`config.mk`:
```
export PLATFORM = sky130hd
export DESIGN_NAME = decimating_fir_filter
export DESIGN_NICKNAME = d
export VERILOG_FILES = /design/src/design/dfir_pkg.sv /design/src/design/decimating_fir_filter.sv /design/src/design/dfir_front.sv /design/src/design/dfir_queue.sv /design/src/design/dfir_back.sv
export SDC_FILE = /design/constraint.sdc
export NUM_CORES = 2
export LEC_CHECK = 0
export ABC_AREA = 1
export BUFFER_PORTS_ARGS = -buffer_cell sky130_fd_sc_hd__buf_4
export CAP_MARGIN = 10
export CORE_MARGIN = 1.5
export CORE_UTILIZATION = 50
export CTS_BUF_LIST = sky130_fd_sc_hd__clkbuf_4 sky130_fd_sc_hd__clkbuf_8
export CTS_CLUSTER_SIZE = 30
export DETAILED_ROUTE_END_ITERATION = 8
export PLACE_DENSITY = 0.7
export SYNTH_ARGS = -nofsm -noshare
export SYNTH_HDL_FRONTEND = slang
export SYNTH_SLANG_ARGS = --single-unit
```
`constraint.sdc`:
```
create_clock -name i_clk -period 14.95 [get_ports i_clk]
set_input_delay 2.99 -clock i_clk [delete_from_list [all_inputs] [get_ports i_clk]]
set_output_delay 2.99 -clock i_clk [all_outputs]
set_load 0.1 [all_outputs]
```
`src/design/dfir_pkg.sv`:
```
// shared types and constants of the decimating fir filter
// no dependencies; used by the front, queue, back and top level files
package dfir_pkg;

    localparam int SAMPLE_W     = 16;
    localparam int COEF_W       = 16;
    localparam int IDX_W        = 6;
    localparam int FACTOR_W     = 8;
    localparam logic [FACTOR_W-1:0] FACTOR_RESET = 8'd4;

    localparam logic KIND_SAMPLE = 1'b0;
    localparam logic KIND_COEF   = 1'b1;

    // one command from the front to the back
    typedef struct packed {
        logic                kind;
        logic                emit;
        logic [SAMPLE_W-1:0] data;
        logic [IDX_W-1:0]    index;
    } t_cmd;

endpackage

```
`src/design/decimating_fir_filter.sv`:
```
// Decimating FIR filter with TAPS coefficients loaded by coefficient-write beats.
// A sample beat or coefficient beat is taken into a two-entry queue and retired
// by the back end while it is idle; a sample that completes a decimation period
// then runs a multiply-accumulate over all TAPS taps, one tap per cycle through
// a single multiplier with registered store reads, so that beat occupies the
// back end until its result sits in the output register. Inputs keep flowing
// into the queue meanwhile until its two entries are full.
// Depends on dfir_pkg, dfir_front, dfir_queue and dfir_back.
module decimating_fir_filter #(
    parameter int TAPS = 50
) (
    input  logic                                 i_clk,
    input  logic                                 i_rst_n,
    input  logic                                 i_in_valid,
    output logic                                 o_in_ready,
    input  logic                                 i_mode,
    input  logic signed [dfir_pkg::SAMPLE_W-1:0] i_sample,
    input  logic [dfir_pkg::IDX_W-1:0]           i_coef_index,
    input  logic signed [dfir_pkg::COEF_W-1:0]   i_coef_value,
    input  logic                                 i_cfg_valid,
    output logic                                 o_cfg_ready,
    input  logic [dfir_pkg::FACTOR_W-1:0]        i_cfg_data,
    output logic                                 o_out_valid,
    input  logic                                 i_out_ready,
    output logic signed [dfir_pkg::SAMPLE_W-1:0] o_filtered_sample
);

    logic           w_push;
    logic           w_full;
    logic           w_pop;
    logic           w_q_valid;
    dfir_pkg::t_cmd w_cmd_in;
    dfir_pkg::t_cmd w_cmd_out;

    dfir_front #(.TAPS(TAPS)) u_front (
        .i_clk        (i_clk),
        .i_rst_n      (i_rst_n),
        .i_in_valid   (i_in_valid),
        .o_in_ready   (o_in_ready),
        .i_mode       (i_mode),
        .i_sample     (i_sample),
        .i_coef_index (i_coef_index),
        .i_coef_value (i_coef_value),
        .i_cfg_valid  (i_cfg_valid),
        .o_cfg_ready  (o_cfg_ready),
        .i_cfg_data   (i_cfg_data),
        .i_q_full     (w_full),
        .o_push       (w_push),
        .o_cmd        (w_cmd_in)
    );

    dfir_queue u_queue (
        .i_clk   (i_clk),
        .i_rst_n (i_rst_n),
        .i_push  (w_push),
        .i_cmd   (w_cmd_in),
        .o_full  (w_full),
        .i_pop   (w_pop),
        .o_valid (w_q_valid),
        .o_cmd   (w_cmd_out)
    );

    dfir_back #(.TAPS(TAPS)) u_back (
        .i_clk             (i_clk),
        .i_rst_n           (i_rst_n),
        .i_q_valid         (w_q_valid),
        .i_cmd             (w_cmd_out),
        .o_pop             (w_pop),
        .o_out_valid       (o_out_valid),
        .i_out_ready       (i_out_ready),
        .o_filtered_sample (o_filtered_sample)
    );

endmodule

```
`src/design/dfir_front.sv`:
```
// front end: input and configuration handshakes, decimation count, command build
// depends on dfir_pkg
module dfir_front #(
    parameter int TAPS = 50
) (
    input  logic                                i_clk,
    input  logic                                i_rst_n,
    input  logic                                i_in_valid,
    output logic                                o_in_ready,
    input  logic                                i_mode,
    input  logic signed [dfir_pkg::SAMPLE_W-1:0] i_sample,
    input  logic [dfir_pkg::IDX_W-1:0]          i_coef_index,
    input  logic signed [dfir_pkg::COEF_W-1:0]  i_coef_value,
    input  logic                                i_cfg_valid,
    output logic                                o_cfg_ready,
    input  logic [dfir_pkg::FACTOR_W-1:0]       i_cfg_data,
    input  logic                                i_q_full,
    output logic                                o_push,
    output dfir_pkg::t_cmd                      o_cmd
);

    logic [dfir_pkg::FACTOR_W-1:0] r_factor;
    logic [dfir_pkg::FACTOR_W-1:0] r_count;
    logic [dfir_pkg::FACTOR_W-1:0] n_count;
    logic                          w_emit;
    logic                          w_idx_ok;
    logic                          w_accept;

    assign o_cfg_ready = 1'b1;
    assign o_in_ready  = !i_q_full;
    assign w_accept    = i_in_valid && o_in_ready;

    assign n_count  = r_count + 1'b1;
    assign w_emit   = (n_count >= r_factor);
    assign w_idx_ok = (int'(i_coef_index) < TAPS);

    // coefficient writes beyond the last tap are dropped here
    assign o_push = w_accept && ((i_mode == dfir_pkg::KIND_SAMPLE) || w_idx_ok);

    always_comb begin
        o_cmd.kind  = i_mode;
        o_cmd.emit  = (i_mode == dfir_pkg::KIND_SAMPLE) && w_emit;
        o_cmd.data  = (i_mode == dfir_pkg::KIND_SAMPLE) ? i_sample : i_coef_value;
        o_cmd.index = i_coef_index;
    end

    always_ff @(posedge i_clk) begin
        if (!i_rst_n) begin
            r_factor <= dfir_pkg::FACTOR_RESET;
            r_count  <= '0;
        end else begin
            if (i_cfg_valid && o_cfg_ready) begin
                r_factor <= i_cfg_data;
            end
            if (w_accept && (i_mode == dfir_pkg::KIND_SAMPLE)) begin
                r_count <= w_emit ? '0 : n_count;
            end
        end
    end

endmodule

```
`src/design/dfir_queue.sv`:
```
// two-entry command queue between front and back
// depends on dfir_pkg
module dfir_queue (
    input  logic           i_clk,
    input  logic           i_rst_n,
    input  logic           i_push,
    input  dfir_pkg::t_cmd i_cmd,
    output logic           o_full,
    input  logic           i_pop,
    output logic           o_valid,
    output dfir_pkg::t_cmd o_cmd
);

    dfir_pkg::t_cmd r_mem [2];
    logic           r_wr;
    logic           r_rd;
    logic [1:0]     r_cnt;
    logic           w_push;
    logic           w_pop;

    assign o_full  = (r_cnt == 2'd2);
    assign o_valid = (r_cnt != 2'd0);
    assign o_cmd   = r_mem[r_rd];
    assign w_push  = i_push && !o_full;
    assign w_pop   = i_pop && o_valid;

    always_ff @(posedge i_clk) begin
        if (w_push) begin
            r_mem[r_wr] <= i_cmd;
        end
    end

    always_ff @(posedge i_clk) begin
        if (!i_rst_n) begin
            r_wr  <= 1'b0;
            r_rd  <= 1'b0;
            r_cnt <= '0;
        end else begin
            if (w_push) begin
                r_wr <= !r_wr;
            end
            if (w_pop) begin
                r_rd <= !r_rd;
            end
            case ({w_push, w_pop})
                2'b10:   r_cnt <= r_cnt + 1'b1;
                2'b01:   r_cnt <= r_cnt - 1'b1;
                default: r_cnt <= r_cnt;
            endcase
        end
    end

endmodule

```
`src/design/dfir_back.sv`:
```
// back end: sample and coefficient stores, multiply-accumulate sequencer,
// output scaling and output register; depends on dfir_pkg
module dfir_back #(
    parameter int TAPS = 50
) (
    input  logic                                 i_clk,
    input  logic                                 i_rst_n,
    input  logic                                 i_q_valid,
    input  dfir_pkg::t_cmd                       i_cmd,
    output logic                                 o_pop,
    output logic                                 o_out_valid,
    input  logic                                 i_out_ready,
    output logic signed [dfir_pkg::SAMPLE_W-1:0] o_filtered_sample
);

    localparam int AW    = $clog2(TAPS);
    localparam int PW    = dfir_pkg::SAMPLE_W + dfir_pkg::COEF_W;
    localparam int ACC_W = PW + $clog2(TAPS);
    localparam logic signed [ACC_W-1:0] SAT_HI = ACC_W'((2 ** (dfir_pkg::SAMPLE_W - 1)) - 1);
    localparam logic signed [ACC_W-1:0] SAT_LO = -SAT_HI - 1;
    localparam logic [AW-1:0] LAST = AW'(TAPS - 1);

    localparam logic [1:0] S_IDLE = 2'd0;
    localparam logic [1:0] S_RUN  = 2'd1;
    localparam logic [1:0] S_FIN  = 2'd2;

    logic [dfir_pkg::SAMPLE_W-1:0] mem_s [TAPS];
    logic [dfir_pkg::COEF_W-1:0]   mem_c [TAPS];
    logic [TAPS-1:0]               r_sv;
    logic [TAPS-1:0]               r_cv;

    logic [1:0]     r_state;
    logic [1:0]     n_state;
    logic [AW-1:0]  r_wp;
    logic [AW-1:0]  n_wp;
    logic [AW-1:0]  r_pos;
    logic [AW-1:0]  r_k;
    logic           r_issuing;
    logic           r_v1;
    logic           r_v2;

    logic signed [dfir_pkg::SAMPLE_W-1:0] r_s_rd;
    logic signed [dfir_pkg::COEF_W-1:0]   r_c_rd;
    logic                                 r_s_ok;
    logic                                 r_c_ok;
    logic signed [PW-1:0]                 r_prod;
    logic signed [ACC_W-1:0]              r_acc;
    logic signed [ACC_W-1:0]              w_shift;
    logic signed [dfir_pkg::SAMPLE_W-1:0] w_sat;
    logic [AW+dfir_pkg::IDX_W-1:0]        w_cidx_ext;
    logic [AW-1:0]                        w_caddr;
    logic                                 w_load;

    assign o_pop      = (r_state == S_IDLE) && i_q_valid;
    assign w_cidx_ext = {{AW{1'b0}}, i_cmd.index};
    assign w_caddr    = w_cidx_ext[AW-1:0];
    assign n_wp       = (r_wp == LAST) ? '0 : r_wp + 1'b1;
    assign w_load     = (r_state == S_FIN) && (!o_out_valid || i_out_ready);

    // arithmetic shift floors, then clamp to the output range
    assign w_shift = r_acc >>> (dfir_pkg::COEF_W - 1);
    always_comb begin
        if (w_shift > SAT_HI) begin
            w_sat = SAT_HI[dfir_pkg::SAMPLE_W-1:0];
        end else if (w_shift < SAT_LO) begin
            w_sat = SAT_LO[dfir_pkg::SAMPLE_W-1:0];
        end else begin
            w_sat = w_shift[dfir_pkg::SAMPLE_W-1:0];
        end
    end

    always_comb begin
        n_state = r_state;
        case (r_state)
            S_IDLE: begin
                if (o_pop && (i_cmd.kind == dfir_pkg::KIND_SAMPLE) && i_cmd.emit) begin
                    n_state = S_RUN;
                end
            end
            S_RUN: begin
                if (!r_issuing && !r_v1 && !r_v2) begin
                    n_state = S_FIN;
                end
            end
            S_FIN: begin
                if (w_load) begin
                    n_state = S_IDLE;
                end
            end
            default: n_state = S_IDLE;
        endcase
    end

    // store writes and registered reads
    always_ff @(posedge i_clk) begin
        if (o_pop && (i_cmd.kind == dfir_pkg::KIND_SAMPLE)) begin
            mem_s[r_wp] <= i_cmd.data;
        end
        if (o_pop && (i_cmd.kind == dfir_pkg::KIND_COEF)) begin
            mem_c[w_caddr] <= i_cmd.data;
        end
        r_s_rd <= mem_s[r_pos];
        r_c_rd <= mem_c[r_k];
    end

    // datapath, no reset needed
    always_ff @(posedge i_clk) begin
        r_s_ok <= r_sv[r_pos];
        r_c_ok <= r_cv[r_k];
        // entries never written read as zero
        if (r_s_ok && r_c_ok) begin
            r_prod <= r_s_rd * r_c_rd;
        end else begin
            r_prod <= '0;
        end
        if (o_pop) begin
            r_acc <= '0;
        end else if (r_v2) begin
            r_acc <= r_acc + {{(ACC_W-PW){r_prod[PW-1]}}, r_prod};
        end
        if (w_load) begin
            o_filtered_sample <= w_sat;
        end
    end

    always_ff @(posedge i_clk) begin
        if (!i_rst_n) begin
            r_state     <= S_IDLE;
            r_sv        <= '0;
            r_cv        <= '0;
            r_wp        <= '0;
            r_pos       <= '0;
            r_k         <= '0;
            r_issuing   <= 1'b0;
            r_v1        <= 1'b0;
            r_v2        <= 1'b0;
            o_out_valid <= 1'b0;
        end else begin
            r_state <= n_state;
            r_v1    <= r_issuing;
            r_v2    <= r_v1;
            if (o_pop && (i_cmd.kind == dfir_pkg::KIND_SAMPLE)) begin
                r_sv[r_wp] <= 1'b1;
                r_wp       <= n_wp;
                // oldest sample sits at the next write slot
                r_pos      <= n_wp;
                r_k        <= '0;
                r_issuing  <= i_cmd.emit;
            end else if (r_issuing) begin
                r_pos <= (r_pos == LAST) ? '0 : r_pos + 1'b1;
                if (r_k == LAST) begin
                    r_issuing <= 1'b0;
                end else begin
                    r_k <= r_k + 1'b1;
                end
            end
            if (o_pop && (i_cmd.kind == dfir_pkg::KIND_COEF)) begin
                r_cv[w_caddr] <= 1'b1;
            end
            if (w_load) begin
                o_out_valid <= 1'b1;
            end else if (i_out_ready) begin
                o_out_valid <= 1'b0;
            end
        end
    end

`ifndef ASSERT_OFF
    a_idle_quiet: assert property (@(posedge i_clk) disable iff (!i_rst_n)
        (r_state == S_IDLE) |-> (!r_v1 && !r_v2))
        else $error("mac pipeline busy while idle");

    a_issue_only_run: assert property (@(posedge i_clk) disable iff (!i_rst_n)
        r_issuing |-> (r_state == S_RUN))
        else $error("tap reads issued outside run state");

    a_fin_drained: assert property (@(posedge i_clk) disable iff (!i_rst_n)
        (r_state == S_FIN) |-> (!r_issuing && !r_v1 && !r_v2))
        else $error("result taken before accumulation finished");

    a_load_shows: assert property (@(posedge i_clk) disable iff (!i_rst_n)
        w_load |=> (o_out_valid && (r_state == S_IDLE)))
        else $error("finished result not presented");
`endif

endmodule
```
; ---- Word level (Yosys, flattened, before mapping)
; Memory sizes are Yosys's and may differ from the RTL's. A register that Yosys moved wholly into a read port is not among the register bits.
; Index checks and enable logic that the tools add are counted.
[word_totals]
regBits = 232
ramBits = 1648
n_memories = 3
[mem_list]
columns = memory, depth, word_bits, rd, rd_clocked_by_memory_dff, write_ports, line_no
row1 = u_back.mem_c, 50, 16, 1, 1, 1, dfir_back.sv:28  ; logic [dfir_pkg::COEF_W-1:0] mem_c [TAPS];
row2 = u_back.mem_s, 50, 16, 1, 1, 1, dfir_back.sv:27  ; logic [dfir_pkg::SAMPLE_W-1:0] mem_s [TAPS];
row3 = u_queue.r_mem, 2, 24, 1, 1, 1, dfir_queue.sv:14  ; dfir_pkg::t_cmd r_mem [2];
[classes]
add_sub_neg = 7
multipliers = 1
order_cmp = 10
n_eq_ne = 11
n_mux = 33
bitwise_logic = 6
n_reduce_logical = 33
[op_table]
columns = operator, count
row1 = $or 50x50->50, 2
row2 = $add 38x38->38, 1
row3 = $mul 16x16->32, 1
row4 = $mux 16, 2
row5 = $lt 6x7->1 const B, 4
row6 = $mux 6, 4
row7 = $gt 23x16->1 const B, 1
row8 = $lt 23x16->1 const B, 1
row9 = $add 6x1->6 const B, 3
row10 = $eq 6x6->1 const B, 3
row11 = $mux 1, 17
row12 = $logic_and 1x1->1, 16
row13 = $bmux 1 s6, 2
row14 = $demux 1 s6, 2
row15 = $ge 6x1->1 const B, 2
row16 = $add 8x1->8 const B, 1
row17 = $ge 8x8->1, 1
row18 = $mux 8, 1
row19 = $reduce_bool 2->1, 4
row20 = $logic_not 1->1, 7
row21 = $eq 2x2->1 const B, 3
row22 = $lt 6x6->1 const B, 1
row23 = $mux 2, 3
row24 = $pmux 2 s3, 1
row25 = 12 further kinds, 18

; ---- Depth between registers and ports, before layout
[depth]
depth_word = 7
depth_mapped = 27

; ---- Cells and area by module
; A second synthesis with hierarchy kept.
[unflattened]
cells_unflattened = 7928
hier_area_um2 = 87246.2
[by_module_without_submodules]
columns = mod, instances, cells_each, area_each_um2, seq_area_each_um2
row1 = dfir_back, 1, 7623, 83951.8, 53090.9
row2 = dfir_queue, 1, 113, 2083.2, 1541.5
row3 = dfir_front, 1, 192, 1211.2, 320.3

; ---- Worst setup path before layout
; No wires, ideal clock.
[synth_path]
path_type = register to register
startpoint = register u_back.r_c_rd[5] (netlist name) (read register of u_back.mem_c)
endpoint = register u_back.r_prod[29]
setup_ns = 0.070
arrival_ns = 5.379
required_ns = 14.880
slack_ns = 9.501
path_stages_with_launch = 21
path_buffers = 2
path_cell_list = dfxtp_1 > clkbuf_1 > clkbuf_1 > nand2_1 > fa_1 > inv_1 > fa_1 > fa_1 > fa_1 > fa_1 > inv_1 > fa_1 > inv_1 > ha_1 > nand2_1 > nor2_1 > nand2_1 > or2_2 > nand3_1 > o21ai_0 > a21oi_1
[synth_via]
elab_chain_len = 1
[synth_rtl]
columns = item, line_no
row1 = start: declaration, dfir_back.sv:43  ; logic signed [dfir_pkg::COEF_W-1:0] r_c_rd;
row2 = $mul 16x16->32, dfir_back.sv:112  ; r_prod <= r_s_rd * r_c_rd;
row3 = end signal: assignment, dfir_back.sv:112
row4 = end: declaration, dfir_back.sv:46  ; logic signed [PW-1:0] r_prod;
; Every way passes these cells.
; A chain may end at the register's enable or synchronous reset.

; ---- Final worst setup path
[layout_path]
startpoint = register u_back.r_c_rd[1] (netlist name) (read register of u_back.mem_c)
endpoint = register u_back.r_prod[29]
; The elaborated chain is that of the path after synthesis.

==> run summary <==
CTS tree: yes
Cell variety after synth: 58
# rows: 153
DR pass1 iterations: 8
Horiz. Die Dim: 420.6 um
crit path capture type: flop
max cap viols: 0
IO Count: 71
relative slew slack: 16.64%
CORE AREA: 173,600 um^2
CTS buffer count: 325
worst path arrival time: 7030 ps
Area Growth Syn to Fin: 10.36%
Async SR Flop Fraction: 0%
GPL Wtd Cong: 0.9336
count leader, synth: edfxtp_1
CTS HTree Levels: 5
final hold vios: 0
cell area after synthesis: 87,190 um^2
Register Area: 54,970 um^2
Slew @ Worst Pin: 1250 ps
Hold-fix buffers, CTS: 0
Critical Path, Cell by Cell: nand2_1 -> inv_1 -> fa_1 -> fa_1 -> fa_1 -> fa_1 -> fa_1 -> inv_1 -> fa_1 -> inv_1 -> ha_1 -> nand2_1 -> nor2_1 -> nand2_1 -> or2_2 -> nand3_1 -> o21ai_0 -> a21oi_1
Crit path max-delay family: adder cells
crit-path max cell delay: 920 ps
Buffers & Inverters on Critical Path: 3
status: finished clean
fin. max-slew vios: 0
worst min-delay path class: flop to flop
RSZ-0062 raised after global routing: false
Final min period: 6144 ps
syn_nets: 8,366
antenna-violating nets left: 0
Sum Neg Setup Slack: 0 ps
Yosys warning count: 0
CTS clock-pin slew for the worst setup and hold paths: 60 ps
drt initial violations: 6,698
Final Cell Area: 96,220 um^2
Post-synth EDFFs: 1,664
Fmax: 0.1628 GHz
most area-consuming cells after synthesis: edfxtp_1, fa_1, nor2_1, dfxtp_1, o21ai_0
Synth top cells by count: edfxtp_1, nor2_1, nand2_1
Top cell by count, worst path: fa_1
fill count: 14.35k
HPWL after detailed placement: 139,900 um
worst skew pair latency: 1060 ps
first-pass GRT wire length: 353,700 um
Yosys top cell area share: 57.31%
clk_skew: 128.7 ps
vias in the first global route: 58.65k
Post-Route WL: 234,500 um
Initial Util: 50.22%
drt wl/cell: 22.13 um
DRC Markers: 0
root buf cell: clkbuf_8
Critical-path top delay cell: fa_1
layout cells sized above 1: 9.810%
mean post-synth cell area: 11.02 um^2
Critical Path RT: 15,830 ps
via count: 60.57k
IO Port Bufs: 69
CTS Sinks: 1,913
post-CTS setup buffers: 0
crit share post-route: 41.10%
pin count of the biggest net entering global routing: 216
Yosys top cell by area: edfxtp_1
GRT Overall Usage: 26.32%
final net count: 8,476
post_cts resized: 0
Cell Area, Placed: 89,860 um^2
startpoint types: flop
Worst Path Max Fanout: 16
antenna violations before repair: 5
Synth Instances: 7,916
Multi-input gate area: 27,670 um^2
Synth Flop Type: edfxtp_1
setup violators final: 0
clock buffer depth: 4
die area: 176,900 um^2
vias per cell: 5.717
die height: 420.6 um
sequential area share after synthesis: 63.02%
critical path class: flop to flop
Synth Register Bits: 1,913
grt ovf: 0
[final cells by class]
type | count | share of cell area, %
Sequential cell | 1913 | 57.13
Clock inverter | 104 | 0.6827
Clock buffer | 464 | 5.915
Timing Repair Buffer | 223 | 1.805
Antenna cell | 2 | 0.005201
Inverter | 681 | 2.685
Tap cell | 2325 | 3.023
Multi-Input combinational cell | 4882 | 28.76
[layout by cell type (no fill, tap or decap), types with 6 or more instances in the layout]
master,count
buf_4,218
clkinvlp_4,7
nand4_4,6
o21ai_1,80
nand2_1,1077
nor2_2,11
clkbuf_4,111
or2_2,7
o22ai_1,400
a211oi_1,6
a21o_1,11
xnor2_1,14
nor2_4,7
ha_1,135
dfxtp_1,243
fa_1,263
bufinv_16,7
nand3_1,109
o21ai_0,877
clkbuf_8,353
edfxtp_1,1664
o211ai_1,13
inv_2,12
xor2_1,19
a21oi_1,285
nor2_1,1361
inv_6,6
inv_1,658
nor3_1,28
nand4_1,99
clkinv_1,63
clkinv_2,29
o21bai_1,14
mux2_4,16
[cells by family after synthesis]
group / Yosys count / share of synthesized area, %
buffers and inverters: 1121 / 5.368
adder cells (fa/ha/maj): 398 / 7.975
flip-flops: 1913 / 63.02
AND/OR/NAND/NOR: 2719 / 12.42
XOR/XNOR: 33 / 0.3315
multiplexers: 18 / 0.2310
other: 1 / 0.004301
AO/OA/AOI/OAI: 1713 / 10.64
[metrics by stage]
| stage | cells | setup slack, ps | util, % | hold slack (ps) |
|---|---|---|---|---|
| detailed placement | 10020 | 8874 | 51.76 | 424.2 |
| CTS | 10590 | 8827 | 55.41 | 465.5 |
| global placement | 10020 | 8924 | 51.76 | 420.5 |
| finish | 10590 | 8806 | 55.42 | 465.2 |
| global route | 10590 | 8305 | 55.42 | 482.0 |
| floorplan | 7916 | 9501 | - | 415.8 |
[worst min-delay path, cell delays in order, from the launching register on]
cell     delay (ps)
dfxtp_1         320
nor2_1           40
nor2_1           70
[path summary, 6_finish.rpt]
kind,from,end,slack (ps),depth (start not counted)
setup reg to reg,u_back.r_c_rd[1]$_DFF_P_,u_back.r_prod[29]$_SDFF_PN0_,8810,18
hold / removal,u_back.r_sv[29]$_SDFFE_PN0P_,u_back.r_sv[29]$_SDFFE_PN0P_,470,2
setup / recovery,u_back.r_c_rd[1]$_DFF_P_,u_back.r_prod[29]$_SDFF_PN0_,8810,18
hold reg to reg,u_back.r_sv[29]$_SDFFE_PN0P_,u_back.r_sv[29]$_SDFFE_PN0P_,470,2
[per-layer routing]
metal	wire (um)	vias to the layer above	global-route usage (%)
li1	-	27530	-
met1	95570	29530	36.38
met2	108500	3043	41.34
met3	22410	453	5.019
met4	7968	4	10.01
met5	29	-	0
[registers in the layout, summed over array words and instances (netlist names), 2 cells and up, named ones only]
register                  flops
u_back.mem_c                800
u_back.mem_s                800
u_back.o_filtered_sample     16
u_back.r_acc                 38
u_back.r_c_rd                16
u_back.r_cv                  50
u_back.r_k                    6
u_back.r_pos                  6
u_back.r_prod                32
u_back.r_s_rd                16
u_back.r_state                2
u_back.r_sv                  50
u_back.r_wp                   6
u_front.r_count               8
u_front.r_factor              8
u_queue.r_cnt                 2
u_queue.r_mem                48
Power is left out: the tool's default activity adds up to more than one toggle a clock period on the data nets, which glitch-free logic cannot reach.
